## config.mk

```make
export PLATFORM = sky130hd
export DESIGN_NAME = line_follow_motor_tick_top
export DESIGN_NICKNAME = d
export VERILOG_FILES = /design/src/hw/rtl/lfmt_pkg.sv /design/src/hw/rtl/line_follow_motor_tick_top.sv
export SDC_FILE = /design/constraint.sdc
export NUM_CORES = 1
export LEC_CHECK = 0
export BUFFER_PORTS_ARGS = -buffer_cell sky130_fd_sc_hd__buf_2
export CORE_ASPECT_RATIO = 1.4
export CORE_MARGIN = 4
export CORE_UTILIZATION = 45
export CTS_CLUSTER_SIZE = 28
export DETAILED_ROUTE_END_ITERATION = 8
export HOLD_SLACK_MARGIN = 0.15
export PLACE_DENSITY = 0.62
export SLEW_MARGIN = 0
export SYNTH_ARGS = -nofsm -noshare
export SYNTH_HDL_FRONTEND = slang
export SYNTH_SLANG_ARGS = --single-unit
```

## constraint.sdc

```tcl
create_clock -name clock -period 25.5 [get_ports clock]
set_input_delay 3.825 -clock clock [delete_from_list [all_inputs] [get_ports clock]]
set_output_delay 3.825 -clock clock [all_outputs]
set_load 0.05 [all_outputs]
```

## src/hw/rtl/lfmt_pkg.sv

```systemverilog
package lfmt_pkg;

   typedef enum logic [1:0] {
      DIR_STOP = 2'd0,
      DIR_FWD  = 2'd1,
      DIR_REV  = 2'd2
   } dir_type;

   typedef enum logic [2:0] {
      CSR_PWM_PERIOD       = 3'd0,
      CSR_STOP_THRESHOLD   = 3'd1,
      CSR_RANGE_MIN        = 3'd2,
      CSR_RANGE_MAX        = 3'd3,
      CSR_RANGE_INTERVAL   = 3'd4,
      CSR_CONTROL_INTERVAL = 3'd5,
      CSR_RECOVERY_LIMIT   = 3'd6
   } csr_index_type;

   localparam int CsrDataWidth = 10;

   localparam logic [7:0] PWM_PERIOD_RESET       = 8'd100;
   localparam logic [8:0] STOP_THRESHOLD_RESET   = 9'd20;
   localparam logic [8:0] RANGE_MIN_RESET        = 9'd2;
   localparam logic [8:0] RANGE_MAX_RESET        = 9'd400;
   localparam logic [9:0] RANGE_INTERVAL_RESET   = 10'd100;
   localparam logic [3:0] CONTROL_INTERVAL_RESET = 4'd2;
   localparam logic [9:0] RECOVERY_LIMIT_RESET   = 10'd500;

   // dur / 58 == (dur >> 1) / 29 == ((dur >> 1) * 36158) >> 20, exact for 15-bit values
   localparam logic [15:0] DIV29_RECIP = 16'd36158;
   localparam int          DIV29_SHIFT = 20;

   localparam logic [10:0] LOST_MAX = 11'h7FF;

   localparam logic [2:0] LINE_LEFT  = 3'b100;
   localparam logic [2:0] LINE_RIGHT = 3'b001;

   localparam logic [6:0] DUTY_OFF    = 7'd0;
   localparam logic [6:0] DUTY_CRAWL  = 7'd40;
   localparam logic [6:0] DUTY_SEARCH = 7'd50;
   localparam logic [6:0] DUTY_60     = 7'd60;
   localparam logic [6:0] DUTY_70     = 7'd70;
   localparam logic [6:0] DUTY_75     = 7'd75;
   localparam logic [6:0] DUTY_80     = 7'd80;
   localparam logic [6:0] DUTY_85     = 7'd85;

   typedef struct packed {
      dir_type    left_dir;
      logic [6:0] left_duty;
      dir_type    right_dir;
      logic [6:0] right_duty;
   } drive_type;

   function automatic drive_type make_drive(dir_type ld, logic [6:0] lduty,
                                            dir_type rd, logic [6:0] rduty);
      drive_type d;
      d.left_dir   = ld;
      d.left_duty  = lduty;
      d.right_dir  = rd;
      d.right_duty = rduty;
      return d;
   endfunction

   function automatic drive_type steer_table(logic [2:0] line, logic [2:0] last_line);
      drive_type d;
      case (line)
         3'd0: begin
            if (last_line == 3'd0) begin
               d = make_drive(DIR_FWD, DUTY_CRAWL, DIR_FWD, DUTY_CRAWL);
            end else if ((last_line & LINE_LEFT) != 3'd0) begin
               d = make_drive(DIR_REV, DUTY_70, DIR_FWD, DUTY_70);
            end else if ((last_line & LINE_RIGHT) != 3'd0) begin
               d = make_drive(DIR_FWD, DUTY_70, DIR_REV, DUTY_70);
            end else begin
               d = make_drive(DIR_FWD, DUTY_60, DIR_FWD, DUTY_60);
            end
         end
         3'd2:    d = make_drive(DIR_FWD, DUTY_80, DIR_FWD, DUTY_80);
         3'd4:    d = make_drive(DIR_REV, DUTY_70, DIR_FWD, DUTY_80);
         3'd1:    d = make_drive(DIR_FWD, DUTY_80, DIR_REV, DUTY_70);
         3'd6:    d = make_drive(DIR_STOP, DUTY_OFF, DIR_FWD, DUTY_85);
         3'd3:    d = make_drive(DIR_FWD, DUTY_85, DIR_STOP, DUTY_OFF);
         3'd5:    d = make_drive(DIR_REV, DUTY_60, DIR_FWD, DUTY_75);
         default: d = make_drive(DIR_FWD, DUTY_70, DIR_FWD, DUTY_70);
      endcase
      return d;
   endfunction

endpackage

```

## src/hw/rtl/line_follow_motor_tick_top.sv

```systemverilog
// Channel   Direction  Handshake              Contents
// req_*     in         req_valid / req_ready  two sensor samples, echo start/end, echo ok
// rsp_*     out        rsp_valid / rsp_ready  four bridge pins, obstacle, distance, strobe
// csr_*     in         csr_write_enable       register index and write data
//
// One beat per cycle while the result side accepts; each beat is held in the input register
// and then in the result register.
// The input register holds the echo duration and the combined line; the divide by 58
// is one 15x16 reciprocal multiply in the tick stage.
// Synchronous reset clears all tick state and loads the register defaults.
// A stalled result holds the tick stage; the input register still takes a beat when empty.
module line_follow_motor_tick_top (
   input  logic                                   clock,
   input  logic                                   reset,
   input  logic                                   req_valid,
   output logic                                   req_ready,
   input  logic [2:0]                             req_sensor_sample_a,
   input  logic [2:0]                             req_sensor_sample_b,
   input  logic [15:0]                            req_echo_start,
   input  logic [15:0]                            req_echo_end,
   input  logic                                   req_echo_ok,
   output logic                                   rsp_valid,
   input  logic                                   rsp_ready,
   output logic                                   rsp_left_forward,
   output logic                                   rsp_left_reverse,
   output logic                                   rsp_right_forward,
   output logic                                   rsp_right_reverse,
   output logic                                   rsp_obstacle,
   output logic [8:0]                             rsp_distance_out,
   output logic                                   rsp_range_strobe,
   input  logic                                   csr_write_enable,
   input  lfmt_pkg::csr_index_type                csr_index,
   input  logic [lfmt_pkg::CsrDataWidth-1:0]      csr_write_data
);
   import lfmt_pkg::*;

   logic [7:0] pwm_period_ff;
   logic [8:0] stop_threshold_ff;
   logic [8:0] range_min_ff;
   logic [8:0] range_max_ff;
   logic [9:0] range_interval_ff;
   logic [3:0] control_interval_ff;
   logic [9:0] recovery_limit_ff;

   always_ff @(posedge clock) begin
      if (reset) begin
         pwm_period_ff       <= PWM_PERIOD_RESET;
         stop_threshold_ff   <= STOP_THRESHOLD_RESET;
         range_min_ff        <= RANGE_MIN_RESET;
         range_max_ff        <= RANGE_MAX_RESET;
         range_interval_ff   <= RANGE_INTERVAL_RESET;
         control_interval_ff <= CONTROL_INTERVAL_RESET;
         recovery_limit_ff   <= RECOVERY_LIMIT_RESET;
      end else if (csr_write_enable) begin
         unique case (csr_index)
            CSR_PWM_PERIOD:       pwm_period_ff       <= csr_write_data[7:0];
            CSR_STOP_THRESHOLD:   stop_threshold_ff   <= csr_write_data[8:0];
            CSR_RANGE_MIN:        range_min_ff        <= csr_write_data[8:0];
            CSR_RANGE_MAX:        range_max_ff        <= csr_write_data[8:0];
            CSR_RANGE_INTERVAL:   range_interval_ff   <= csr_write_data[9:0];
            CSR_CONTROL_INTERVAL: control_interval_ff <= csr_write_data[3:0];
            CSR_RECOVERY_LIMIT:   recovery_limit_ff   <= csr_write_data[9:0];
            default: ;
         endcase
      end
   end

   // input register
   logic        in_valid_ff, in_valid_in;
   logic [15:0] dur_ff;
   logic        echo_ok_ff;
   logic [2:0]  line_ff;
   logic        advance;
   logic        fire;

   assign advance   = !rsp_valid || rsp_ready;
   assign req_ready = !in_valid_ff || advance;
   assign fire      = in_valid_ff && advance;

   always_comb begin
      in_valid_in = in_valid_ff;
      if (req_ready) begin
         in_valid_in = req_valid;
      end
   end

   always_ff @(posedge clock) begin
      if (reset) begin
         in_valid_ff <= 1'b0;
      end else begin
         in_valid_ff <= in_valid_in;
      end
   end

   // wrapped duration: end - start, one less when the timer wrapped
   always_ff @(posedge clock) begin
      if (req_valid && req_ready) begin
         dur_ff     <= req_echo_end - req_echo_start
                       - 16'(req_echo_end < req_echo_start);
         echo_ok_ff <= req_echo_ok;
         line_ff    <= ~(req_sensor_sample_a & req_sensor_sample_b);
      end
   end

   // tick state
   logic [7:0]  pwm_pos_ff, pwm_pos_in;
   logic [9:0]  range_count_ff, range_count_in;
   logic [3:0]  control_count_ff, control_count_in;
   logic [10:0] lost_count_ff, lost_count_in;
   logic [2:0]  last_line_ff, last_line_in;
   drive_type   drive_ff, drive_in;
   logic [8:0]  distance_ff, distance_in;
   logic        obstacle_ff, obstacle_in;
   logic        strobe;

   logic [9:0]  range_inc;
   logic [3:0]  control_inc;
   logic [7:0]  pwm_inc;
   logic [30:0] product;
   logic [10:0] cm;
   logic [8:0]  cm_checked;
   logic [10:0] lost_sat;
   logic        lf, lr, rf, rr;

   assign product = 31'(dur_ff[15:1]) * 31'(DIV29_RECIP);
   assign cm      = product[DIV29_SHIFT +: 11];

   always_comb begin
      if (!echo_ok_ff || cm < 11'(range_min_ff) || cm > 11'(range_max_ff)) begin
         cm_checked = 9'd0;
      end else begin
         cm_checked = cm[8:0];
      end
   end

   always_comb begin
      range_inc        = range_count_ff + 10'd1;
      control_inc      = control_count_ff + 4'd1;
      pwm_inc          = pwm_pos_ff + 8'd1;
      lost_sat         = (lost_count_ff != LOST_MAX) ? lost_count_ff + 11'd1 : lost_count_ff;

      range_count_in   = range_inc;
      distance_in      = distance_ff;
      obstacle_in      = obstacle_ff;
      strobe           = 1'b0;
      if (range_inc >= range_interval_ff) begin
         range_count_in = 10'd0;
         strobe         = 1'b1;
         distance_in    = cm_checked;
         obstacle_in    = (cm_checked != 9'd0) && (cm_checked < stop_threshold_ff);
      end

      control_count_in = control_inc;
      drive_in         = drive_ff;
      last_line_in     = last_line_ff;
      lost_count_in    = lost_count_ff;
      if (control_inc >= control_interval_ff) begin
         control_count_in = 4'd0;
         if (obstacle_in) begin
            drive_in = make_drive(DIR_STOP, DUTY_OFF, DIR_STOP, DUTY_OFF);
         end else begin
            drive_in = steer_table(line_ff, last_line_ff);
            if (line_ff != 3'd0) begin
               last_line_in = line_ff;
            end
         end
         if (line_ff != 3'd0) begin
            lost_count_in = 11'd0;
         end else begin
            lost_count_in = lost_sat;
            if (lost_sat > 11'(recovery_limit_ff)) begin
               drive_in = make_drive(DIR_REV, DUTY_SEARCH, DIR_FWD, DUTY_SEARCH);
            end
         end
      end

      lf = (drive_in.left_dir == DIR_FWD) && (pwm_pos_ff < 8'(drive_in.left_duty));
      lr = (drive_in.left_dir == DIR_REV) && (pwm_pos_ff < 8'(drive_in.left_duty));
      rf = (drive_in.right_dir == DIR_FWD) && (pwm_pos_ff < 8'(drive_in.right_duty));
      rr = (drive_in.right_dir == DIR_REV) && (pwm_pos_ff < 8'(drive_in.right_duty));

      pwm_pos_in = (pwm_inc >= pwm_period_ff) ? 8'd0 : pwm_inc;
   end

   always_ff @(posedge clock) begin
      if (reset) begin
         pwm_pos_ff       <= 8'd0;
         range_count_ff   <= 10'd0;
         control_count_ff <= 4'd0;
         lost_count_ff    <= 11'd0;
         last_line_ff     <= 3'd0;
         drive_ff         <= make_drive(DIR_STOP, DUTY_OFF, DIR_STOP, DUTY_OFF);
         distance_ff      <= 9'd0;
         obstacle_ff      <= 1'b0;
      end else if (fire) begin
         pwm_pos_ff       <= pwm_pos_in;
         range_count_ff   <= range_count_in;
         control_count_ff <= control_count_in;
         lost_count_ff    <= lost_count_in;
         last_line_ff     <= last_line_in;
         drive_ff         <= drive_in;
         distance_ff      <= distance_in;
         obstacle_ff      <= obstacle_in;
      end
   end

   // result register
   logic rsp_valid_ff, rsp_valid_in;

   always_comb begin
      rsp_valid_in = rsp_valid_ff;
      if (advance) begin
         rsp_valid_in = in_valid_ff;
      end
   end

   always_ff @(posedge clock) begin
      if (reset) begin
         rsp_valid_ff <= 1'b0;
      end else begin
         rsp_valid_ff <= rsp_valid_in;
      end
   end

   always_ff @(posedge clock) begin
      if (fire) begin
         rsp_left_forward  <= lf;
         rsp_left_reverse  <= lr;
         rsp_right_forward <= rf;
         rsp_right_reverse <= rr;
         rsp_obstacle      <= obstacle_in;
         rsp_distance_out  <= distance_in;
         rsp_range_strobe  <= strobe;
      end
   end

   assign rsp_valid = rsp_valid_ff;

endmodule

```

* Word level (Yosys, flattened, before mapping)
Index checks and enable logic that the tools add are counted.
Word-level totals: register bits 160, word-level logic and storage cells 112
Cells by class: $add $sub $neg 6, multiply operators 1, $lt $le $gt $ge 10, equal/unequal tests 17, muxes and demuxes 17, bitwise operators 3, reduce and logical (&&, ||, !) cells 28
Operators by type and width (count):
- $pmux W18 S7 | 1
- $mux W18 | 6
- $mul A15 B15 Y30 const B | 1
- $mux W11 | 2
- $eq A3 B3 Y1 const B | 6
- $mux W9 | 2
- $lt A16 B16 Y1 | 1
- $lt A8 B7 Y1 | 2
- $mux W16 | 1
- $reduce_and A2 Y1 | 8
- $sub A16 B1 Y16 | 1
- $sub A16 B16 Y16 | 1
- $eq A3 B2 Y1 const B | 4
- $add A11 B1 Y11 const B | 1
- $gt A11 B10 Y1 | 1
- $gt A11 B9 Y1 | 1
- $lt A11 B9 Y1 | 1
- $ne A11 B11 Y1 const B | 1
- $add A10 B1 Y10 const B | 1
- $ge A10 B10 Y1 | 1
- $mux W10 | 1
- $logic_not A3 Y1 | 3
- $lt A9 B9 Y1 | 1
- $reduce_bool A9 Y1 | 1
- 18 further kinds | 33

* Depth between registers and ports, before layout
depth after elaboration 14, depth in mapped cells 50, mapped depth without buffers 48

* Least setup slack after synthesis
Ideal clock, no wire load.
path kind register -> register, from register dur_ff[13], to register rsp_left_forward, data pin, library setup time 0.167 ns, arrival 10.587 ns, path slack 14.745 ns, cell stages (with the launch flop) 44, path buffers 1, period minus slack after synthesis 10.755 ns, cell sequence edfxtp_1 -> fa_1 -> inv_1 -> fa_1 -> inv_1 -> fa_1 -> fa_1 -> fa_1 -> inv_1 -> fa_1 -> inv_1 -> ha_1 -> and4_4 -> a41o_1 -> a21oi_2 -> o211ai_1 -> mux2i_1 -> a211oi_1 -> (+8 left out) -> ha_1 -> a21o_1 -> a21o_1 -> a21oi_1 -> o21ai_0 -> a21o_1 -> a211oi_1 -> nand3_1 -> a22oi_2 -> nor2_2 -> buf_2 -> a22oi_1 -> ha_1 -> a211o_1 -> a2111o_1 -> or4b_1 -> or2_0 -> a221oi_2
On the way: longest elaborated chain between the ends 14, elaborated cells between the ends (all ways) 17, classes of those cells mul (1); order compare (4); eq/ne (1); mux (6); reduce/logical (5)
Ends and longest elaborated chain:
- from (decl) | RTL line line_follow_motor_tick_top.sv:70 | logic [15:0] dur_ff;
- from (signal assigned) | RTL line line_follow_motor_tick_top.sv:98 | dur_ff <= req_echo_end - req_echo_start
- $mul A15 B15 Y30 * | RTL line line_follow_motor_tick_top.sv:125 | assign product = 31'(dur_ff[15:1]) * 31'(DIV29_RECIP);
- $lt A11 B9 Y1 | RTL line line_follow_motor_tick_top.sv:129 | if (!echo_ok_ff || cm < 11'(range_min_ff) || cm > 11'(range_max_ff)) begin
- $logic_or A1 B1 Y1 (2 in a row) | RTL line line_follow_motor_tick_top.sv:129
- $mux W9 * | RTL line line_follow_motor_tick_top.sv:129
- $lt A9 B9 Y1 or $reduce_bool A9 Y1 (tied branches) | RTL line line_follow_motor_tick_top.sv:150 | obstacle_in = (cm_checked != 9'd0) && (cm_checked < stop_threshold_ff);
- $logic_and A1 B1 Y1 * | RTL line line_follow_motor_tick_top.sv:150
- $mux W1 * | RTL line line_follow_motor_tick_top.sv:146 | if (range_inc >= range_interval_ff) begin
- $mux W18 * | RTL line line_follow_motor_tick_top.sv:159 | if (obstacle_in) begin
- $mux W18 | RTL line line_follow_motor_tick_top.sv:171 | if (lost_sat > 11'(recovery_limit_ff)) begin
- $mux W18 * | RTL line line_follow_motor_tick_top.sv:167 | if (line_ff != 3'd0) begin
- $mux W18 * | RTL line line_follow_motor_tick_top.sv:157 | if (control_inc >= control_interval_ff) begin
- $lt A8 B7 Y1 or $eq A2 B1 Y1 (tied branches) | RTL line line_follow_motor_tick_top.sv:177 | lf = (drive_in.left_dir == DIR_FWD) && (pwm_pos_ff < 8'(drive_in.left_duty));
- $logic_and A1 B1 Y1 * | RTL line line_follow_motor_tick_top.sv:177
- via lf | RTL line line_follow_motor_tick_top.sv:123 | logic lf, lr, rf, rr;
- to (signal assigned) | RTL line line_follow_motor_tick_top.sv:227 | rsp_left_forward <= lf;
- to (decl) | RTL line line_follow_motor_tick_top.sv:24 | output logic rsp_left_forward,
Mark *: on every way through the listed nets, which the timed path passes. The rest lies on a longest branch. A chain may end at the register's enable or synchronous reset.

* Worst setup path after layout
Ends and elaborated chain as after synthesis.

==> results.md <==
Status:
- The flow ran to the end, and the final reports show no timing, DRC or antenna violations.

Clock tree:
- The number of buffers created by CTS is 17.
- The clock sink count is 159.
- The clock input transition at the sequential cells of the worst setup and hold paths is 70 ps.
- The root buffer cell is clkbuf_16.
- In this run, post-CTS hold repair placed 0 buffers.
- After clock tree synthesis, the setup repair step added 0 buffers.
- TritonCTS built the clock tree.
- The latest clock arrival within the worst-skew pair is 450 ps.
- The H-tree was split into 4 levels.
- The post-cts resize count is 0.
- The longest clock path from root to sink contains 2 buffers.

Finish:
- The count of inserted antenna diode cells is 0.
- The non-filler instance count after layout is 2054.
- In the final layout, the share of cells above drive strength 1 is 0.0803.
- The final net count is 2021.
- The post-layout utilization of the core is 0.505.
- The area growth from synthesis to layout is 9.69%.
- The finished cells cover 15300 sq um.

Synthesis:
- The biggest area contributor in the post-synthesis netlist is ha_1.
- The number of nets handed over by synthesis was 1965.
- The fraction of registers with async set or reset after synthesis is 0.
- The synthesized-area fraction occupied by ao, oa, aoi and oai cells is 0.152.
- In the post-synthesis netlist, the biggest area contributors are ha_1, dfxtp_1, fa_1.
- By count the netlist is led by inv_1, ha_1, nand2_1.
- After synthesis the netlist holds a flip-flop and latch count of 159.
- The top cell type's share of synthesized area is 0.208.
- The most instantiated library cell after synthesis is inv_1.
- During synthesis, Yosys emitted a total of 0 warnings.
- Of the total synthesized cell area, the portion taken by full adders, half adders and majority gates is 0.318.
- For this run, the register share of the synthesized area comes to 0.253.
- By area, the combinational part of the netlist is dominated by adder cells.
- Of the total synthesized cell area, the portion taken by AND, OR, NAND and NOR gates is 0.144.
- Of the total synthesized cell area, the portion taken by XOR and XNOR cells is 0.0346.
- After synthesis the cells add up to 13900 sq um.
- After synthesis, the share of cell area in mux cells is 0.0148.
- Counting every instance in the synthesized netlist gives 1600.
- For this run, the leading register cell type out of synthesis is dfxtp_1.
- Counting flops with a built-in enable in the synthesized netlist gives 34.
- The average size of a mapped cell is 8.70 sq um.
- The count of cell types in the netlist is 72.

Timing:
- The count of endpoints failing setup in the final report is 0.
- The worst path needs 11870 ps of the cycle, external delays included.
- The achievable frequency is 84.2 MHz.
- The fraction of the cycle the final worst path needs is 0.466.
- The largest clock skew in the final design is 12.8 ps.
- The number of max-slew violations in the final report came to 0.
- The worst pin sits at a relative slew slack of 0.267.
- After routing, the total negative slack on setup checks comes to 0 ps.
- The slew at the pin closest to its max-slew limit is 1100 ps.
- The final hold violation count came to 0.
- Setup repair after global routing left no endpoint under its margin.

Route:
- The count of nets left with antenna violations once routing finished came out at 0.
- The met3 routed wirelength is 627 um.
- In the final routed layout, each cell accounts on average for 17.0 um.
- The first detailed-routing pass took 8 iterations.
- The routed wire length is 34900 um.
- Wire segments on met2 add up to 18900 um in the final route.
- The first routing iteration left 494 violations.
- After detailed routing, the number of vias per cell comes to 5.35.
- The detailed router put a total of 14300 um of wire on met1.
- The highest layer touched by signal routing is met4.
- The remaining routing DRC violations is 0.
- Across all layers, the routed design uses 11000 vias.

Critical path:
- The most critical setup path has its endpoint at rsp_left_forward.
- Of all nets on the critical path, the largest fanout is 21.
- The cell family contributing the most delay on the critical path is adder cells.
- The endpoint identified for the worst register-to-register timing path is rsp_left_forward.
- The most prevalent standard cell on the critical path is fa_1.
- The largest single stage delay on the critical path is 590 ps.
- The launch instance of the worst register-to-register path is dur_ff[13].
- The endpoint class of the critical path is a flip-flop.
- The worst path required time is 25770 ps.
- The critical path starts at dur_ff[13].
- Across all register-to-register paths, the minimum setup slack is 13630 ps.
- For this design, the slowest cell found on the critical path is fa_1.
- At the worst endpoint, the arrival time is 12150 ps.
- The worst path buffer plus inverter count is 6.
- Measured in cells, the most critical reg-to-reg path has a length of 43.
- The kind of start point of the critical path is a flip-flop.
- The logic depth of the worst setup path including buffers is 43.
- The critical path start-end classification is reg -> reg.

Place:
- Buffers placed on the I/O ports in this run total 73.
- In this run, placement finished with an instance count of 2022.
- Once detailed placement completed, the half-perimeter wirelength came to 28000 um.
- After detailed placement, the total cell area comes to 14600 sq um.
- The last weighted congestion value of the routability-driven placer is 0.865.

Run:
- The count of max-cap constraint violations is 0.

Worst hold path:
- The startpoint identified for the worst hold timing path is range_min_ff[0].
- The min-delay analysis places its worst path in the category reg -> reg.

Global route:
- The number of global-route vias before repair is 11200.
- The initial antenna violation count is 0.
- The overall overflow remaining after global route is 0.
- Entering global routing, the biggest net connects 71 pins.
- The global-route wire length before repair is 57100 um.
- For this run, the total global-route usage over all layers was measured as 0.212.

Floorplan:
- After floorplanning, the core was divided into 75 placement rows.
- The overall die height is 216 um.
- For this configuration, the core starts out at a cell density of 0.460.
- The number of primary I/O pins is 74.
- The die covers 33800 sq um.
- The die is 157 um wide.
- The core region area is 30200 sq um.
==> sequential cells by signal (all words and copies together) (netlist names), 10 cells and up <==
| name | count |
|---|---|
| lost_count_ff | 11 |
| range_count_ff | 10 |
| range_interval_ff | 10 |
| dur_ff | 15 |
| drive_ff | 18 |
| recovery_limit_ff | 10 |
==> worst reg2reg max path, delay by kind of cell, from the launching register on <==
kind,cells,cell delay (ps)
compound gates,17,3890
fa+ha+maj,10,4240
buf+inv,6,630
flops,1,550
mux,1,190
simple gates,9,2210
==> stage by stage <==
step           setup WS (ps)  hold slack [ps]
3_3_place_gp           13970              441
5_1_grt                13020              481
3_5_place_dp           13700              445
4_1_cts                13630              456
2_1_floorplan          14750              431
6_report               13630              451
==> routing by layer <==
metal  up-vias  track usage
met5         -            0
met3        56       0.0226
met4         0       0.0860
met1      5256        0.242
met2       146        0.398
li1       5523            -
==> placed cells by master (no fill, tap or decap), types with 8 or more instances in the layout <==
cell type	synthesis	routed
and3_1	18	18
buf_4	1	8
a21o_1	24	24
nand2b_1	14	14
nand3_1	28	28
fa_1	77	77
inv_1	260	260
o21ai_0	55	55
mux2i_1	15	15
clkbuf_16	0	17
nor2_1	122	122
a21oi_1	95	95
nor2b_1	15	15
ha_1	231	231
xnor2_1	28	28
buf_2	2	73
nand2_1	163	163
a22o_1	10	10
nand4_1	9	9
o211ai_1	22	22
a211oi_1	13	13
a22oi_1	15	15
o21a_1	12	12
nor3_1	31	31
edfxtp_1	34	34
xor2_1	27	27
a32o_1	8	8
dfxtp_1	125	125
==> kinds of logic (layout without fill, tap and decap cells) <==
kind of cell             Yosys count  in the layout
AO/OA/AOI/OAI                    318            318
XOR/XNOR                          55             55
adder cells (fa/ha/maj)          308            308
buffers and inverters            304            373
flip-flops                       159            159
multiplexers                      20             20
AND/OR/NAND/NOR                  436            436
==> worst min-delay path by stage <==
stage / end / slack [ps] / cells after the start
after global placement: range_min_ff[0] / 440 / 2
after global routing: range_interval_ff[4] / 480 / 2
after floorplan: range_min_ff[0] / 430 / 2
after detailed placement: range_min_ff[0] / 450 / 2
final: range_min_ff[0] / 450 / 2
after CTS: range_min_ff[0] / 460 / 2
==> final cells by class <==
| type | instances | area [sq um] |
|---|---|---|
| repair buffers | 81 | 425 |
| multi-input cells | 1137 | 9240 |
| flip-flops and latches | 159 | 3520 |
| fillers | 2926 | 15000 |
| well taps | 385 | 482 |
| clock inverters | 15 | 195 |
| inverters | 260 | 976 |
| clock buffers | 17 | 425 |
Power is not shown: default switching activity piles up to over one toggle a cycle in this logic, so the estimate is an artifact.
